[config.mk]
export PLATFORM = sky130hd
export DESIGN_NAME = efr_cordic_cell
export DESIGN_NICKNAME = d
export VERILOG_FILES = /design/src/hw/rtl/ellipse_fan_ring_vertex_gen_unit_defines.svh /design/src/hw/rtl/efr_pkg.sv /design/src/hw/rtl/efr_cordic_cell.sv
export SDC_FILE = /design/constraint.sdc
export NUM_CORES = 1
export LEC_CHECK = 0
export ABC_AREA = 1
export BUFFER_PORTS_ARGS = -buffer_cell sky130_fd_sc_hd__buf_4
export CORE_MARGIN = 2
export CORE_UTILIZATION = 50
export DETAILED_ROUTE_END_ITERATION = 10
export GPL_TIMING_DRIVEN = 0
export PLACE_DENSITY = 0.73
export SLEW_MARGIN = 10
export SYNTH_ARGS = -nofsm -noshare
export SYNTH_HDL_FRONTEND = slang
export SYNTH_SLANG_ARGS = --single-unit
[constraint.sdc]
create_clock -name clk -period 5.7 [get_ports clk]
set_input_delay 1.14 -clock clk [delete_from_list [all_inputs] [get_ports clk]]
set_output_delay 1.14 -clock clk [all_outputs]
set_load 0.02 [all_outputs]
[src/hw/rtl/ellipse_fan_ring_vertex_gen_unit_defines.svh]
// assertion helpers for the ellipse fan vertex generator
`ifndef ELLIPSE_FAN_RING_VERTEX_GEN_UNIT_DEFINES_SVH
`define ELLIPSE_FAN_RING_VERTEX_GEN_UNIT_DEFINES_SVH

`ifndef SYNTHESIS

// property checked on every clock edge outside reset
`define EFR_ASSERT(label, prop) \
    label: assert property (@(posedge clk) disable iff (!rst_n) (prop)) \
        else $error("efr check failed");

// same-cycle implication
`define EFR_ASSERT_IMPL(label, cond, conseq) \
    label: assert property (@(posedge clk) disable iff (!rst_n) (cond) |-> (conseq)) \
        else $error("efr implication failed");

// next-cycle implication
`define EFR_ASSERT_NEXT(label, cond, conseq) \
    label: assert property (@(posedge clk) disable iff (!rst_n) (cond) |=> (conseq)) \
        else $error("efr sequence failed");

`else

`define EFR_ASSERT(label, prop)
`define EFR_ASSERT_IMPL(label, cond, conseq)
`define EFR_ASSERT_NEXT(label, cond, conseq)

`endif

`endif

[src/hw/rtl/efr_pkg.sv]
`timescale 1ns / 1ps

package efr_pkg;

    localparam int MAX_SEGMENTS_DEF  = 256;
    localparam int CORDIC_STAGES_DEF = 16;

    // cordic datapath width, q30 values plus headroom and sign
    localparam int CORDIC_W = 33;

    localparam logic [31:0] GAIN_Q30    = 32'd652032874;
    localparam logic [30:0] HALF_PI_Q30 = 31'd1686629713;

    // shared divider
    localparam int DIV_NUM_W = 40;
    localparam int DIV_DEN_W = 16;

    localparam logic [15:0] SEMI_WIDTH_RST    = 16'd12800;
    localparam logic [15:0] SEMI_HEIGHT_RST   = 16'd12800;
    localparam logic [8:0]  SEGMENT_COUNT_RST = 9'd32;
    localparam logic [12:0] FADE_BORDER_RST   = 13'd0;
    localparam logic [15:0] DEPTH_VALUE_RST   = 16'd0;

    typedef enum logic [2:0] {
        CFG_SEMI_WIDTH,
        CFG_SEMI_HEIGHT,
        CFG_SEGMENT_COUNT,
        CFG_FADE_BORDER,
        CFG_DEPTH_VALUE
    } cfg_index_t;

    typedef enum logic [2:0] {
        ST_DIV_START,
        ST_DIV_WAIT,
        ST_PRODUCT,
        ST_FILL,
        ST_RUN
    } setup_state_t;

    typedef enum logic [2:0] {
        JOB_STEP,
        JOB_ASPECT,
        JOB_TWO_B,
        JOB_ADJ_X,
        JOB_ADJ_Y
    } div_job_t;

    typedef struct packed {
        logic       bad;
        logic       center;
        logic       outer;
        logic [1:0] quad;
    } vtx_ctl_t;

    function automatic logic [31:0] atan_q30(input int unsigned k);
        logic [31:0] a;
        case (k)
            0:       a = 32'd843314857;
            1:       a = 32'd497837829;
            2:       a = 32'd263043837;
            3:       a = 32'd133525159;
            4:       a = 32'd67021687;
            5:       a = 32'd33543516;
            6:       a = 32'd16775851;
            7:       a = 32'd8388437;
            8:       a = 32'd4194283;
            9:       a = 32'd2097149;
            10:      a = 32'd1048576;
            11:      a = 32'd524288;
            12:      a = 32'd262144;
            13:      a = 32'd131072;
            14:      a = 32'd65536;
            15:      a = 32'd32768;
            16:      a = 32'd16384;
            17:      a = 32'd8192;
            18:      a = 32'd4096;
            19:      a = 32'd2048;
            20:      a = 32'd1024;
            21:      a = 32'd512;
            22:      a = 32'd256;
            23:      a = 32'd128;
            default: a = 32'd0;
        endcase
        return a;
    endfunction

endpackage

[src/hw/rtl/efr_cordic_cell.sv]
`timescale 1ns / 1ps

module efr_cordic_cell #(
    parameter int STAGE = 0
) (
    input  logic                                clk,
    input  logic                                rst_n,
    input  logic                                up_valid,
    output logic                                up_ready,
    input  logic signed [efr_pkg::CORDIC_W-1:0] up_x,
    input  logic signed [efr_pkg::CORDIC_W-1:0] up_y,
    input  logic signed [efr_pkg::CORDIC_W-1:0] up_z,
    input  efr_pkg::vtx_ctl_t                   up_ctl,
    output logic                                down_valid,
    input  logic                                down_ready,
    output logic signed [efr_pkg::CORDIC_W-1:0] down_x,
    output logic signed [efr_pkg::CORDIC_W-1:0] down_y,
    output logic signed [efr_pkg::CORDIC_W-1:0] down_z,
    output efr_pkg::vtx_ctl_t                   down_ctl
);

    import efr_pkg::*;

    logic                       valid_reg;
    logic signed [CORDIC_W-1:0] x_reg, x_next;
    logic signed [CORDIC_W-1:0] y_reg, y_next;
    logic signed [CORDIC_W-1:0] z_reg, z_next;
    vtx_ctl_t                   ctl_reg;
    logic signed [CORDIC_W-1:0] dx;
    logic signed [CORDIC_W-1:0] dy;
    logic signed [CORDIC_W-1:0] angle;

    assign up_ready = !valid_reg || down_ready;

    always_comb
    begin
        dx    = up_y >>> STAGE;
        dy    = up_x >>> STAGE;
        angle = $signed({1'b0, atan_q30(STAGE)});
        if (!up_z[CORDIC_W-1])
        begin
            x_next = up_x - dx;
            y_next = up_y + dy;
            z_next = up_z - angle;
        end
        else
        begin
            x_next = up_x + dx;
            y_next = up_y - dy;
            z_next = up_z + angle;
        end
    end

    always_ff @(posedge clk or negedge rst_n)
    begin
        if (!rst_n)
        begin
            valid_reg <= 1'b0;
        end
        else if (up_ready)
        begin
            valid_reg <= up_valid;
        end
    end

    always_ff @(posedge clk)
    begin
        if (up_ready && up_valid)
        begin
            x_reg   <= x_next;
            y_reg   <= y_next;
            z_reg   <= z_next;
            ctl_reg <= up_ctl;
        end
    end

    assign down_valid = valid_reg;
    assign down_x     = x_reg;
    assign down_y     = y_reg;
    assign down_z     = z_reg;
    assign down_ctl   = ctl_reg;

endmodule

==> impl_metrics.tcl <==
set metrics [dict create \
    remaining_drc_errors 0 \
    num_vias 14128 \
    htree_levels 3 \
    overflow 0 \
    start_util_pct 51.0 \
    fmax_mhz 237 \
    rsz0062_at_grt "false" \
    ys_ff_latch 104 \
    clockBufferDepth 2 \
    grt_max_degree 30 \
    leakage_nw 8.52 \
    dpl.hpwl_mm 38.3 \
    final_util_pct 60.5 \
    cap_violations 0 \
    clockPowerShare_pct 21.5 \
    cts.sinks 104 \
    whs_ns 0.529 \
    clk_pin_slew_ns 0.09 \
    layoutNonFillerInstCount 2659 \
    synthCells 2096 \
    setup_viol 0 \
    synth-edff-count 103 \
    internal_power_mw 1.74 \
    avgSynthCellArea_um2 6.14 \
    ir_drop_mv 0.137 \
    fillerInstances 2495 \
    syn_area_um2 12900 \
    synthTopCellsByArea "edfxtp_1 (24%), nand2_1 (22%), ha_1 (13%)" \
    worstSetupEndpointType "flip-flop" \
    critPathRequiredTime_ns 5.84 \
    fin_crit_sh_pct 73.9 \
    post_cts_buffers 0 \
    syn_nets 2343 \
    antenna_found_initial 1 \
    cp.arrival_ns 4.35 \
    synth_top_area_share_pct 24.0 \
    fin_setup_tns_ns 0 \
    swShare_pct 42.9 \
    ctsHoldBuffers 0 \
    cts_resized 0 \
    clk_latency_ns 0.36 \
    path_max_fanout 25 \
    cts_tree "yes" \
    synth_common_cells "nand2_1 (763), inv_1 (385), nand3_1 (188)" \
    first_pass_iters 6 \
    drive_gt1_share_pct 12.8 \
    ant_nets 0 \
    synth_cell_type_count 37 \
    period_minus_slack_ns 4.21 \
    viasPerCell 5.31 \
    synth_top_area_cell "edfxtp_1" \
    max_slew_margin_pct 32.0 \
    grt.total_usage_pct 33.2 \
    yosysSeqAreaShare_pct 24.2 \
    tightest_slew_ns 1.02 \
    io_buffers 213 \
    hold_viol_final 0 \
    rows 58 \
    placed_cells 2643 \
    design_area_um2 15300 \
    async_flop_share_pct 0.962 \
    grt_pass1_vias 13167 \
    p_comb_share_pct 46.5 \
    core-area_um2 25300 \
    die_h_um 164 \
    drt_iter0_markers 1291 \
    numCtsBuffers 9 \
    pin_count 214 \
    die_area_um2 27000 \
    place.gp.congestion 0.963 \
    syn_to_final_growth_pct 18.7 \
    min_path_type "primary input to asynchronous set/reset pin" \
    status "complete, no violations" \
    yosysWarningCount 0 \
    powerDensity_nw_per_um2 199 \
    slew_violations 0 \
    skew_ns 0.0117 \
    die_w_um 164 \
    yosysMostFrequentCell "nand2_1" \
    seqPwrFrac_pct 32.0 \
    n_antenna_cell 0 \
    routed_wl_mm 45.2 \
    cts-root-buf "clkbuf_16" \
    synth_ff_type "edfxtp_1" \
    crit_type "primary input to flip-flop" \
    nNetsFinal 2571 \
    grt_pass1_wl_mm 69.0 \
    p_sw_mw 1.31 \
    avgRoutedWirePerCell_um 17.0 \
    place_area_um2 15000 \
    crit_path_start_kind "primary input" \
]
## cell type report
type / instances / area, um2 / share of cell area (%)
clock buffers: 9 / 225 / 1.47
inverters: 393 / 1480 / 9.65
well taps: 330 / 413 / 2.70
multi-input cells: 1555 / 8050 / 52.7
plain buffers: 44 / 236 / 1.55
repair buffers: 217 / 1690 / 11.0
clock inverters: 7 / 72.6 / 0.475
flip-flops and latches: 104 / 3120 / 20.4
## worst paths after layout
check,slack (ns),from,to,cells after the start
setup / recovery,1.49,up_z[32],down_z[25],15
hold / removal,0.53,rst_n,down_valid,1
setup reg to reg,4.15,down_valid,down_y[24],3
hold reg to reg,0.61,down_valid,down_valid,2
max in group asynchronous,5.09,rst_n,down_valid,1
min in group clk,0.61,down_valid,down_valid,2
## cells by family after synthesis
group	count (synthesis)	share of synthesized area, %
DFF	104	24.2
xor gates and xnor gates	40	2.72
adders and majority gates	139	13.7
buffers and inverters	437	13.3
and+or+nand+nor	1159	36.9
AOI/OAI and AO/OA	217	9.08
## power by group through the flow
stage / clock network, mW / registers, mW / logic, mW
3_3_place_gp: 0 / 0.997 / 1.36
2_1_floorplan: 0 / 1.09 / 0.786
4_1_cts: 0.661 / 0.976 / 1.39
6_report: 0.654 / 0.975 / 1.42
5_1_grt: 0.684 / 0.982 / 1.56
3_5_place_dp: 0 / 0.993 / 1.39
## critical path, stage by stage
cell	delay, ns
buf_4	0.20
clkbuf_1	0.26
inv_1	0.17
buf_2	0.28
buf_2	0.66
ha_1	0.42
a21oi_1	0.21
nand2_1	0.16
nand3_1	0.10
nand2_1	0.11
a21oi_1	0.24
nand2b_1	0.20
nand2_1	0.07
nand2_1	0.05
nand2_1	0.04
## flip-flops by register name (all words and copies together), names as in the netlist
register,cells
down_ctl,5
down_valid,1
down_x,32
down_y,33
down_z,33
## layout by cell type (no fill, tap or decap), types with 2 or more instances in the layout
master | Yosys | final
nand2_1 | 763 | 763
nand2_2 | 5 | 5
clkbuf_1 | 8 | 8
nand3_1 | 188 | 188
xor2_1 | 36 | 36
o21ai_0 | 53 | 53
ha_1 | 135 | 135
nor2_4 | 2 | 2
inv_8 | 0 | 2
inv_2 | 8 | 8
buf_1 | 4 | 3
a21oi_1 | 116 | 115
a21o_1 | 7 | 7
o22ai_1 | 7 | 7
nor3_1 | 16 | 16
buf_12 | 0 | 3
buf_4 | 12 | 225
buf_2 | 20 | 21
o21a_1 | 7 | 7
nor2_1 | 146 | 146
nor2_2 | 9 | 9
clkbuf_16 | 0 | 9
edfxtp_1 | 103 | 103
nand4_1 | 21 | 21
o21ai_1 | 10 | 10
fa_1 | 4 | 4
xnor2_1 | 4 | 4
a31oi_1 | 4 | 4
and3_1 | 2 | 2
inv_1 | 385 | 385
clkinv_4 | 0 | 2
o21bai_1 | 10 | 10
nor3_2 | 3 | 3
## metrics by stage
stage / worst slack [ns] / power, mW
5_1_grt: 1.32 / 3.22
6_report: 1.49 / 3.05
3_3_place_gp: -0.261 / 2.35
3_5_place_dp: 1.16 / 2.38
4_1_cts: 1.55 / 3.03
2_1_floorplan: 1.07 / 1.88
## routing by layer
layer | global-route usage [%] | vias to the layer above | routed length, um
met5 | 0 | - | 13
met4 | 11.4 | 2 | 1530
met3 | 4.42 | 94 | 3860
met2 | 56.5 | 650 | 20900
met1 | 43.3 | 6351 | 18900
li1 | - | 7031 | -
Note: power is estimated with default switching activity, not from simulation.
