<file path="src/hw/rtl/ellipse_fan_ring_vertex_gen_unit_defines.svh">
// assertion helpers for the ellipse fan vertex generator
`ifndef ELLIPSE_FAN_RING_VERTEX_GEN_UNIT_DEFINES_SVH
`define ELLIPSE_FAN_RING_VERTEX_GEN_UNIT_DEFINES_SVH

`ifndef SYNTHESIS

// property checked on every clock edge outside reset
`define EFR_ASSERT(label, prop) \
    label: assert property (@(posedge clk) disable iff (!rst_n) (prop)) \
        else $error("efr check failed");

// same-cycle implication
`define EFR_ASSERT_IMPL(label, cond, conseq) \
    label: assert property (@(posedge clk) disable iff (!rst_n) (cond) |-> (conseq)) \
        else $error("efr implication failed");

// next-cycle implication
`define EFR_ASSERT_NEXT(label, cond, conseq) \
    label: assert property (@(posedge clk) disable iff (!rst_n) (cond) |=> (conseq)) \
        else $error("efr sequence failed");

`else

`define EFR_ASSERT(label, prop)
`define EFR_ASSERT_IMPL(label, cond, conseq)
`define EFR_ASSERT_NEXT(label, cond, conseq)

`endif

`endif

</file>
<file path="src/hw/rtl/efr_pkg.sv">
`timescale 1ns / 1ps

package efr_pkg;

    localparam int MAX_SEGMENTS_DEF  = 256;
    localparam int CORDIC_STAGES_DEF = 16;

    // cordic datapath width, q30 values plus headroom and sign
    localparam int CORDIC_W = 33;

    localparam logic [31:0] GAIN_Q30    = 32'd652032874;
    localparam logic [30:0] HALF_PI_Q30 = 31'd1686629713;

    // shared divider
    localparam int DIV_NUM_W = 40;
    localparam int DIV_DEN_W = 16;

    localparam logic [15:0] SEMI_WIDTH_RST    = 16'd12800;
    localparam logic [15:0] SEMI_HEIGHT_RST   = 16'd12800;
    localparam logic [8:0]  SEGMENT_COUNT_RST = 9'd32;
    localparam logic [12:0] FADE_BORDER_RST   = 13'd0;
    localparam logic [15:0] DEPTH_VALUE_RST   = 16'd0;

    typedef enum logic [2:0] {
        CFG_SEMI_WIDTH,
        CFG_SEMI_HEIGHT,
        CFG_SEGMENT_COUNT,
        CFG_FADE_BORDER,
        CFG_DEPTH_VALUE
    } cfg_index_t;

    typedef enum logic [2:0] {
        ST_DIV_START,
        ST_DIV_WAIT,
        ST_PRODUCT,
        ST_FILL,
        ST_RUN
    } setup_state_t;

    typedef enum logic [2:0] {
        JOB_STEP,
        JOB_ASPECT,
        JOB_TWO_B,
        JOB_ADJ_X,
        JOB_ADJ_Y
    } div_job_t;

    typedef struct packed {
        logic       bad;
        logic       center;
        logic       outer;
        logic [1:0] quad;
    } vtx_ctl_t;

    function automatic logic [31:0] atan_q30(input int unsigned k);
        logic [31:0] a;
        case (k)
            0:       a = 32'd843314857;
            1:       a = 32'd497837829;
            2:       a = 32'd263043837;
            3:       a = 32'd133525159;
            4:       a = 32'd67021687;
            5:       a = 32'd33543516;
            6:       a = 32'd16775851;
            7:       a = 32'd8388437;
            8:       a = 32'd4194283;
            9:       a = 32'd2097149;
            10:      a = 32'd1048576;
            11:      a = 32'd524288;
            12:      a = 32'd262144;
            13:      a = 32'd131072;
            14:      a = 32'd65536;
            15:      a = 32'd32768;
            16:      a = 32'd16384;
            17:      a = 32'd8192;
            18:      a = 32'd4096;
            19:      a = 32'd2048;
            20:      a = 32'd1024;
            21:      a = 32'd512;
            22:      a = 32'd256;
            23:      a = 32'd128;
            default: a = 32'd0;
        endcase
        return a;
    endfunction

endpackage

</file>
<file path="src/hw/rtl/efr_div.sv">
`timescale 1ns / 1ps

module efr_div (
    input  logic                           clk,
    input  logic                           rst_n,
    input  logic                           start,
    input  logic [efr_pkg::DIV_NUM_W-1:0]  num,
    input  logic [efr_pkg::DIV_DEN_W-1:0]  den,
    output logic                           done,
    output logic [efr_pkg::DIV_NUM_W-1:0]  quot,
    output logic [efr_pkg::DIV_DEN_W-1:0]  rem
);

    import efr_pkg::*;

    localparam int CW = $clog2(DIV_NUM_W + 1);

    logic [DIV_NUM_W-1:0] acc_reg, acc_next;
    logic [DIV_DEN_W-1:0] rem_reg, rem_next;
    logic [DIV_DEN_W-1:0] den_reg;
    logic [CW-1:0]        cnt_reg;
    logic                 run_reg;
    logic                 done_reg;
    logic [DIV_DEN_W:0]   shifted;
    logic [DIV_DEN_W:0]   diff;
    logic                 fits;

    // restoring division, one quotient bit per cycle
    always_comb
    begin
        shifted  = {rem_reg, acc_reg[DIV_NUM_W-1]};
        diff     = shifted - {1'b0, den_reg};
        fits     = shifted >= {1'b0, den_reg};
        rem_next = fits ? diff[DIV_DEN_W-1:0] : shifted[DIV_DEN_W-1:0];
        acc_next = {acc_reg[DIV_NUM_W-2:0], fits};
    end

    always_ff @(posedge clk or negedge rst_n)
    begin
        if (!rst_n)
        begin
            run_reg  <= 1'b0;
            done_reg <= 1'b0;
            cnt_reg  <= '0;
        end
        else
        begin
            done_reg <= 1'b0;
            if (start)
            begin
                run_reg <= 1'b1;
                cnt_reg <= '0;
            end
            else if (run_reg)
            begin
                cnt_reg <= cnt_reg + 1'b1;
                if (cnt_reg == CW'(DIV_NUM_W - 1))
                begin
                    run_reg  <= 1'b0;
                    done_reg <= 1'b1;
                end
            end
        end
    end

    always_ff @(posedge clk)
    begin
        if (start)
        begin
            acc_reg <= num;
            rem_reg <= '0;
            den_reg <= den;
        end
        else if (run_reg)
        begin
            acc_reg <= acc_next;
            rem_reg <= rem_next;
        end
    end

    assign done = done_reg;
    assign quot = acc_reg;
    assign rem  = rem_reg;

endmodule

</file>
<file path="config.mk">
export PLATFORM = sky130hd
export DESIGN_NAME = efr_div
export DESIGN_NICKNAME = d
export VERILOG_FILES = /design/src/hw/rtl/ellipse_fan_ring_vertex_gen_unit_defines.svh /design/src/hw/rtl/efr_pkg.sv /design/src/hw/rtl/efr_div.sv
export SDC_FILE = /design/constraint.sdc
export NUM_CORES = 1
export LEC_CHECK = 0
export ABC_AREA = 1
export BUFFER_PORTS_ARGS = -buffer_cell sky130_fd_sc_hd__buf_4
export CAP_MARGIN = 30
export CELL_PAD_IN_SITES_DETAIL_PLACEMENT = 1
export CELL_PAD_IN_SITES_GLOBAL_PLACEMENT = 1
export CORE_UTILIZATION = 40
export CTS_CLUSTER_SIZE = 40
export DETAILED_ROUTE_END_ITERATION = 10
export HOLD_SLACK_MARGIN = 0.06
export PLACE_DENSITY = 0.79
export SETUP_SLACK_MARGIN = 0.05
export SLEW_MARGIN = 25
export SYNTH_ARGS = -nofsm -noshare
export SYNTH_HDL_FRONTEND = slang
export SYNTH_SLANG_ARGS = --single-unit
</file>
<file path="constraint.sdc">
create_clock -name clk -period 4.5 [get_ports clk]
set_clock_uncertainty 0.15 [all_clocks]
set_input_delay 0.225 -clock clk [delete_from_list [all_inputs] [get_ports clk]]
set_output_delay 0.225 -clock clk [all_outputs]
set_load 0.01 [all_outputs]
</file>
==> results of run 1 <==
[synthesized netlist by cell type (3+ instances only)]
cell type / instances
nor2_2: 4
ha_1: 17
inv_2: 3
nand2_2: 4
nand2_1: 251
nand3_2: 4
nand3_1: 42
clkbuf_1: 11
dfxtp_1: 16
inv_1: 81
a21oi_1: 10
nand3b_1: 5
nor2_1: 23
xnor2_1: 4
dfrtp_1: 8
o21ai_0: 9
edfxtp_1: 56
nor3_1: 3
nand4_1: 4
[worst max path at each step]
stage,start,to,slack (ps)
after CTS,run_reg,quot[12],1740
after detailed placement,start,quot[17],1570
after global placement,start,quot[10],1290
final,run_reg,quot[12],1790
after global routing,run_reg,quot[12],1520
after floorplan,rem[10],rem[4],2570
[final cells by class]
type | count | area (um2) | area share (%)
clock buffers | 10 | 128 | 2.03
clock inverters | 6 | 106 | 1.69
inverters | 84 | 315 | 5.02
multi-input cells | 392 | 1870 | 29.8
flip-flops and latches | 80 | 2200 | 35.1
well taps | 140 | 175 | 2.79
repair buffers | 175 | 1480 | 23.5
[power groups by stage]
stage | clock network [uW] | registers (uW) | logic (uW)
after floorplan | 0 | 1050 | 887
after global placement | 0 | 1040 | 1280
after detailed placement | 0 | 1040 | 1340
after CTS | 652 | 1030 | 1400
after global routing | 681 | 1040 | 1580
final | 650 | 1030 | 1400
[cells by family after synthesis]
| family | after synthesis | share of synthesized area (%) |
|---|---|---|
| XOR/XNOR | 6 | 1.18 |
| AND/OR/NAND/NOR | 347 | 33.0 |
| buffers and inverters | 99 | 8.90 |
| AO/OA/AOI/OAI | 21 | 2.46 |
| adder cells (fa/ha/maj) | 18 | 5.21 |
| flip-flops | 80 | 49.3 |
[layer usage]
layer | global-route usage, % | vias to the layer above | part of all wire [%] | wire length (um)
met3 | 5.57 | 27 | 5.2 | 799
met1 | 31.7 | 2146 | 41 | 6300
li1 | - | 2128 | - | -
met5 | 0 | - | 0 | 0
met4 | 9.98 | 0 | 1.9 | 297
met2 | 49.8 | 147 | 51 | 7840
[placed cells by master, fill, tap and decap left out, drive strengths merged]
| master | n |
|---|---|
| nand3b | 5 |
| a22o | 1 |
| nand3 | 46 |
| nand4 | 4 |
| or2 | 1 |
| a21oi | 10 |
| edfxtp | 56 |
| nor4 | 1 |
| a31oi | 1 |
| nand2 | 257 |
| nor2 | 28 |
| dlygate4sd3 | 57 |
| dfxtp | 16 |
| buf | 118 |
| clkinv | 3 |
| inv | 84 |
| clkbuf | 10 |
| o21ai | 9 |
| dfrtp | 8 |
| xor2 | 2 |
| fa | 1 |
| nor3 | 4 |
| and2 | 1 |
| bufinv | 3 |
| xnor2 | 4 |
| ha | 17 |
[per-stage QoR]
| step | total power [uW] | setup slack, ps |
|---|---|---|
| 2_1_floorplan | 1940 | 2570 |
| 3_3_place_gp | 2320 | 1290 |
| 3_5_place_dp | 2370 | 1570 |
| 4_1_cts | 3070 | 1740 |
| 5_1_grt | 3310 | 1520 |
| 6_report | 3080 | 1790 |
[timing repair]
action	in CTS	in global routing
endpoints found under the hold margin	64	0
hold buffers	57	0
endpoints found under the setup margin	0	0
gates resized for setup	0	0
[worst max-delay path: cells and delay by family, from the launching register on]
family / cells / cell delay [ps]
AND/OR/NAND/NOR: 1 / 620
buffers and inverters: 3 / 1240
flip-flops: 1 / 430
==> flow_summary_export.csv, run 1 <==
group,metric,value,unit
run_status,status,"finished clean",
placement,dp_cells,814,
setup_path,cp-start-kind,"register",
grt,grt_usage,27.4,%
setup_path,r2r-start,"run_reg",
logic_synthesis,syn_avg_cell_area,7.83,um2
logic_synthesis,synth.ff_latch_count,80,
logic_synthesis,synth_area,0.00447,mm2
detailed_routing,drt_wl_total,15.2,mm
placement,dp_hpwl,9.81,mm
grt,antenna_found_initial,0,
sta,tns,0,ps
die,top_level_ports,116,
grt,grt_overflow,0,
die,die_height,108,um
clock_network,cts_made_buffers,9,
power,clock_power_share,21.1,%
setup_path,rr_endpoint,"quot[12]",
hold_path,hold_class,"in2async",
power,p_leak,0.00326,uW
detailed_routing,via_count,4448,
cells_and_area,fin_area,0.00628,mm2
detailed_routing,first_pass_iters,4,
setup_path,crit_fanout,18,
sta,worst_pin_slew,773,ps
logic_synthesis,synth_top_area_share,37.6,%
sta,relSlewSlack,48.3,%
clock_network,post_cts_buffers,0,
clock_network,clk_pin_slew_worst_paths,90,ps
sta,fin_crit,2710,ps
cells_and_area,nFillCells,1337,
setup_path,reg2reg_slack,1790,ps
setup_path,path_cells,"nor2_1, clkinv_1, buf_16, buf_4",
setup_path,crit_type,"reg2reg",
placement,port_buffers,115,
clock_network,clk_path_buf_depth,2,
setup_path,required,4450,ps
detailed_routing,wl_per_cell,17.2,um
die,dieArea,0.0116,mm2
power,p_comb_share,45.5,%
detailed_routing,antenna_left,0,
power,power.switching,1240,uW
sta,rsz0062_at_grt,"no",
sta,holdWs,71.9,ps
die,start_util,41.1,%
clock_network,root_buffer,"clkbuf_8",
detailed_routing,drt-vias-per-instance,5.01,
cells_and_area,layout-drive-gt1-share,20.2,%
cells_and_area,largest_reg_flops,40,
logic_synthesis,synth_ff_type,"edfxtp_1",
setup_path,cp_slowest_cell,"clkinv_1",
logic_synthesis,ys_top_cells_by_area,"edfxtp_1 38%, nand2_1 21%, dfxtp_1 7.2%, inv_1 6.8%, ha_1 4.8%",
clock_network,h-tree-depth,3,
placement,placed_area,0.00547,mm2
flow_run,cap_violations,0,
sta,slew_viol_final,0,
logic_synthesis,syn_inst,571,
logic_synthesis,synth_edf_count,56,
grt,grt_pass1_vias,4844,
setup_path,r2r_cells,4,
detailed_routing,drtIter0Drc,205,
power,switching_share,40.3,%
sta,post-route-period-util,60.2,%
logic_synthesis,ys_warn_count,0,
cells_and_area,fin_cells,887,
clock_network,cts_tree,"built",
cells_and_area,diodes,0,
clock_network,clock_latency,350,ps
placement,routabilityCongestion,0.812,
logic_synthesis,synth_top_area_cell,"edfxtp_1",
cells_and_area,syn_to_final_growth,40.4,%
grt,grt_max_degree,60,
clock_network,clock_sinks,80,
sta,finalSetupViolations,0,
setup_path,max_stage_delay,660,ps
sta,fmax,369,MHz
die,num_rows,38,
die,dieWidth,108,um
cells_and_area,fin_util,57.6,%
logic_synthesis,synth.distinct_cells,32,
logic_synthesis,seq_area_frac_synth,49.3,%
power,pwr-share-seq,33.4,%
detailed_routing,drc,0,
grt,grt_pass1_wl,24.1,mm
logic_synthesis,async_reset_ff_share,10.0,%
logic_synthesis,syn_nets,648,
cells_and_area,nets,819,
power,powerDensity,491,mW/mm2
setup_path,end_kind,"register",
setup_path,arrival,2650,ps
power,peakVddDrop,0.195,mV
sta,finalHoldViolations,0,
power,p_int,1840,uW
die,core,0.0109,mm2
(Power assumes the default switching activity.)
==> inputs of run 2 (changes only) <==
CORE_UTILIZATION = 38   (was 40)
PLACE_DENSITY = 0.75   (was 0.79)
clock period = 2.55 ns   (was 4.5 ns; I/O delays follow)
==> flow_summary_export.csv, run 2 (synthesis results as in run 1) <==
group,metric,value,unit
hold_path,hold_class,"reg2reg",
grt,use_met3,5.65,%
sta,relSlewSlack,67.9,%
cells_and_area,largest_reg_flops,40,
detailed_routing,drt-vias-per-instance,4.92,
cells_and_area,final_common_cell,"nand2_1",
power,p_comb_share,45.4,%
grt,grt_pass1_wl,24.2,mm
sta,tns,0,ps
cells_and_area,diodes,0,
sta,slew_viol_final,0,
power,p_leak,0.00332,uW
placement,port_buffers,115,
sta,fin_crit,2260,ps
sta,finalHoldViolations,0,
setup_path,r2r_cells,14,
detailed_routing,first_pass_iters,4,
sta,rsz0062_at_grt,"no",
sta,fmax,443,MHz
grt,antenna_found_initial,0,
power,switching_share,39.5,%
detailed_routing,drc,0,
clock_network,clock_sinks,80,
cells_and_area,layout-drive-gt1-share,20.7,%
setup_path,end_kind,"register",
setup_path,path_buf_inv,3,
placement,routabilityCongestion,0.812,
die,core,0.0114,mm2
die,die_height,110,um
sta,post-route-period-util,88.4,%
detailed_routing,via_count,4410,
power,peakVddDrop,0.426,mV
detailed_routing,wl_per_cell,16.5,um
clock_network,root_buffer,"clkbuf_16",
clock_network,clk_path_buf_depth,2,
cells_and_area,fin_area,0.00639,mm2
clock_network,post_cts_buffers,0,
setup_path,worstSetupPathDepth,14,
setup_path,crit_type,"reg2reg",
run_status,status,"finished clean",
sta,finalSetupViolations,0,
power,pwr-share-seq,31.7,%
clock_network,cts_tree,"built",
setup_path,path_cells,"ha_1, nand2_1, nand2_1, inv_1, nand2_1, nand2_1, nand2_1, nor2_4, buf_4, nand3_1, nand2_1, inv_1, nand2_1, nand2_1",
power,powerDensity,882,mW/mm2
clock_network,clock_latency,340,ps
setup_path,cp_slowest_cell,"ha_1",
clock_network,cts_made_buffers,9,
cells_and_area,fin_cells,897,
setup_path,max_stage_delay,410,ps
clock_network,h-tree-depth,3,
grt,use_met2,45.2,%
detailed_routing,drtIter0Drc,150,
cells_and_area,nFillCells,1395,
die,dieArea,0.0122,mm2
cells_and_area,layout_common_cells,"251 x nand2_1, 122 x buf_4, 80 x inv_1",
power,power.switching,2230,uW
detailed_routing,antenna_left,0,
grt,met1_usage,28.8,%
die,num_rows,39,
setup_path,arrival,2340,ps
setup_path,cp-start-kind,"register",
clock_network,clk_pin_slew_worst_paths,60,ps
setup_path,required,2640,ps
hold_path,whs_path_depth,2,
placement,dp_hpwl,9.60,mm
die,start_util,39.2,%
setup_path,cpLargestDelayFamily,"simple AND/OR/NAND/NOR gates",
die,top_level_ports,116,
power,clock_power_share,22.9,%
sta,holdWs,349,ps
grt,grt-busiest-layer,"met2",
placement,placed_area,0.00550,mm2
placement,dp_cells,822,
setup_path,path_common_cell,"nand2_1",
grt,grt_usage,25.1,%
sta,worst_pin_slew,481,ps
die,dieWidth,110,um
cells_and_area,nets,826,
setup_path,crit_fanout,7,
detailed_routing,drt_wl_total,14.8,mm
grt,grt_pass1_vias,4919,
cells_and_area,syn_to_final_growth,43.0,%
grt,grt_overflow,0,
power,p_int,3410,uW
grt,grt_max_degree,46,
flow_run,cap_violations,0,
==> run 2: through the flow <==
stage / utilization, % / setup slack (ps) / power (uW)
global route: 56.0 / 94.9 / 6030
floorplan: - / 622 / 3420
finish: 56.0 / 295 / 5640
global placement: 48.2 / 404 / 4170
detailed placement: 48.2 / 242 / 4250
CTS: 55.9 / 220 / 5640
==> run 2: metal layers <==
metal	vias up	routed length [um]
met3	28	777
met1	2122	6140
met5	-	0
met2	115	7610
met4	0	306
li1	2145	-
==> run 2: cell type report <==
class | count | area [um2] | share of cell area, %
Clock buffer | 10 | 229 | 3.58
Multi-Input combinational cell | 392 | 1880 | 29.4
Inverter | 84 | 315 | 4.93
Tap cell | 143 | 179 | 2.80
Sequential cell | 80 | 2200 | 34.5
Clock inverter | 6 | 60.1 | 0.940
Timing Repair Buffer | 182 | 1530 | 23.9
==> run 2: power groups by stage <==
stage / combinational, uW / clock (uW) / sequential [uW]
6_report: 2560 / 1290 / 1790
5_1_grt: 2870 / 1350 / 1810
4_1_cts: 2540 / 1310 / 1790
3_5_place_dp: 2450 / 0 / 1800
3_3_place_gp: 2370 / 0 / 1800
2_1_floorplan: 1560 / 0 / 1850
==> run 2: worst paths after layout <==
kind | startpoint | end | slack [ps]
setup / recovery | rem[11] | rem[13] | 290
hold / removal | rem[13] | rem[13] | 350
setup reg to reg | rem[11] | rem[13] | 290
hold reg to reg | rem[13] | rem[13] | 350
max in group asynchronous | rst_n | cnt_reg[3] | 1350
min in group asynchronous | rst_n | cnt_reg[1] | 630
==> run 2: repair_timing <==
item	CTS	global route
endpoints found under the hold margin	75	0
resized for setup	0	1
hold buffers	59	0
endpoints found under the setup margin	0	1
==> run 2: tightest hold or removal path, cell delays in order, from the launching register on <==
cell,delay (ps)
dfxtp_1,340
nand2_1,70
nand2_1,50
==> inputs of run 3 (changes only) <==
CORE_UTILIZATION = 40   (was 38)
PLACE_DENSITY = 0.79   (was 0.75)
clock period = 2.9 ns   (was 2.55 ns; I/O delays follow)
==> flow_summary_export.csv, run 3 (synthesis results as in run 1) <==
group,metric,value,unit
power,p_comb_share,48.7,%
hold_path,hold_class,"in2reg",
power,p_int,2600,uW
detailed_routing,first_pass_iters,5,
clock_network,clock_sinks,80,
setup_path,path_cells,"ha_1, nand2_1, nand2_1, inv_1, nand2_1, nand2_1, nand2_1, nor2_4, nand2_4, nand2_1, nand3_1, o21ai_0",
placement,dp_cells,817,
clock_network,clk_path_buf_depth,2,
setup_path,path_common_cell,"nand2_1",
setup_path,path_buf_inv,1,
sta,worst_pin_slew,688,ps
setup_path,cp_slowest_cell,"nor2_4",
detailed_routing,drt_wl_total,15.8,mm
clock_network,clk_pin_slew_worst_paths,80,ps
grt,antenna_found_initial,0,
setup_path,arrival,2490,ps
grt,grt_overflow,0,
die,num_rows,38,
die,dieArea,0.0116,mm2
flow_run,cap_violations,0,
clock_network,cts_resized,0,
grt,grt_pass1_wl,24.8,mm
grt,grt_max_degree,47,
setup_path,end_kind,"register",
cells_and_area,diodes,0,
cells_and_area,largest_reg_flops,40,
sta,finalHoldViolations,0,
die,top_level_ports,116,
clock_network,root_buffer,"clkbuf_8",
cells_and_area,nets,824,
power,peakVddDrop,0.298,mV
sta,finalSetupViolations,0,
detailed_routing,drtIter0Drc,206,
setup_path,crit_type,"reg2reg",
clock_network,h-tree-depth,3,
power,switching_share,42.9,%
grt,grt_pass1_vias,4906,
clock_network,clock_latency,370,ps
detailed_routing,via_count,4494,
setup_path,max_stage_delay,400,ps
die,start_util,41.1,%
power,pwr-share-seq,34.9,%
cells_and_area,syn_to_final_growth,39.4,%
sta,rsz0062_at_grt,"no",
cells_and_area,final_common_cell,"nand2_1",
power,clock_power_share,16.5,%
power,p_leak,0.00324,uW
sta,fmax,423,MHz
placement,routabilityCongestion,0.909,
detailed_routing,drt-vias-per-instance,5.04,
sta,post-route-period-util,81.4,%
detailed_routing,wl_per_cell,17.7,um
detailed_routing,antenna_left,0,
setup_path,required,3030,ps
clock_network,cts_tree,"built",
cells_and_area,layout-drive-gt1-share,20.2,%
cells_and_area,layout_common_cells,"251 x nand2_1, 120 x buf_4, 80 x inv_1",
power,powerDensity,731,mW/mm2
sta,fin_crit,2360,ps
setup_path,cp-start-kind,"register",
placement,port_buffers,115,
detailed_routing,drc,0,
setup_path,cpLargestDelayFamily,"simple AND/OR/NAND/NOR gates",
clock_network,cts_made_buffers,9,
placement,dp_hpwl,9.65,mm
grt,grt_usage,28.5,%
cells_and_area,fin_cells,892,
sta,slew_viol_final,0,
die,die_height,108,um
die,dieWidth,108,um
run_status,status,"finished clean",
power,power.switching,1950,uW
sta,tns,0,ps
setup_path,crit_fanout,18,
die,core,0.0109,mm2
sta,relSlewSlack,53.9,%
## run 3: per-stage QoR
step                worst slack [ps]  hold WS (ps)  utilization [%]  power (uW)  area, um2
floorplan                        972          -301                -        3000       4470
global placement                 640          -179             50.4        3630       5480
detailed placement               572          -180             50.4        3710       5480
CTS                              531           336             57.2        4530       6230
global route                     306           344             57.2        4890       6230
finish                           539           355             57.2        4560       6230
## run 3: final timing paths
| kind | start | end | slack [ps] | cells past startpoint |
|---|---|---|---|---|
| min in group asynchronous | rst_n | cnt_reg[1] | 620 | 3 |
| worst max register to register | rem[11] | rem[1] | 540 | 12 |
| worst max-delay path | rem[11] | rem[1] | 540 | 12 |
| worst min-delay path | den[4] | den_reg[4] | 350 | 2 |
| worst min register to register | rem[13] | rem[13] | 360 | 2 |
| max in group asynchronous | rst_n | cnt_reg[0] | 1680 | 3 |
## run 3: layout make-up
class                   count  area (um2)
well taps                 140         175
clock buffers              12         135
repair buffers            180        1510
inverters                  84         315
clock inverters             4        21.3
fillers                  1304        4660
multi-input cells         392        1870
flip-flops and latches     80        2200
## run 3: worst register-to-register path: stages (launching register included)
cell	delay, ps
dfxtp_1	350
ha_1	380
nand2_1	110
nand2_1	90
inv_1	60
nand2_1	70
nand2_1	60
nand2_1	70
nor2_4	400
nand2_4	240
nand2_1	110
nand3_1	70
o21ai_0	120
## run 3: routing by layer
layer / global-route usage [%] / vias to the layer above / part of all wire, %
met2: 52.8 / 146 / 52
met4: 7.63 / 0 / 1.7
li1: - / 2133 / -
met5: 0 / - / 0
met3: 6.72 / 23 / 6.0
met1: 32.4 / 2192 / 40
## run 3: repair_timing
item	in CTS	in global routing
hold endpoints to repair	66	0
hold buffers	59	0
setup endpoints to repair	0	0
setup buffers	0	0
## run 3: power groups by stage
stage               sequential [uW]  clock (uW)  combinational [uW]
floorplan                      1630           0                1380
global placement               1590           0                2030
detailed placement             1600           0                2110
CTS                            1580         752                2200
global route                   1610         802                2480
finish                         1590         750                2220
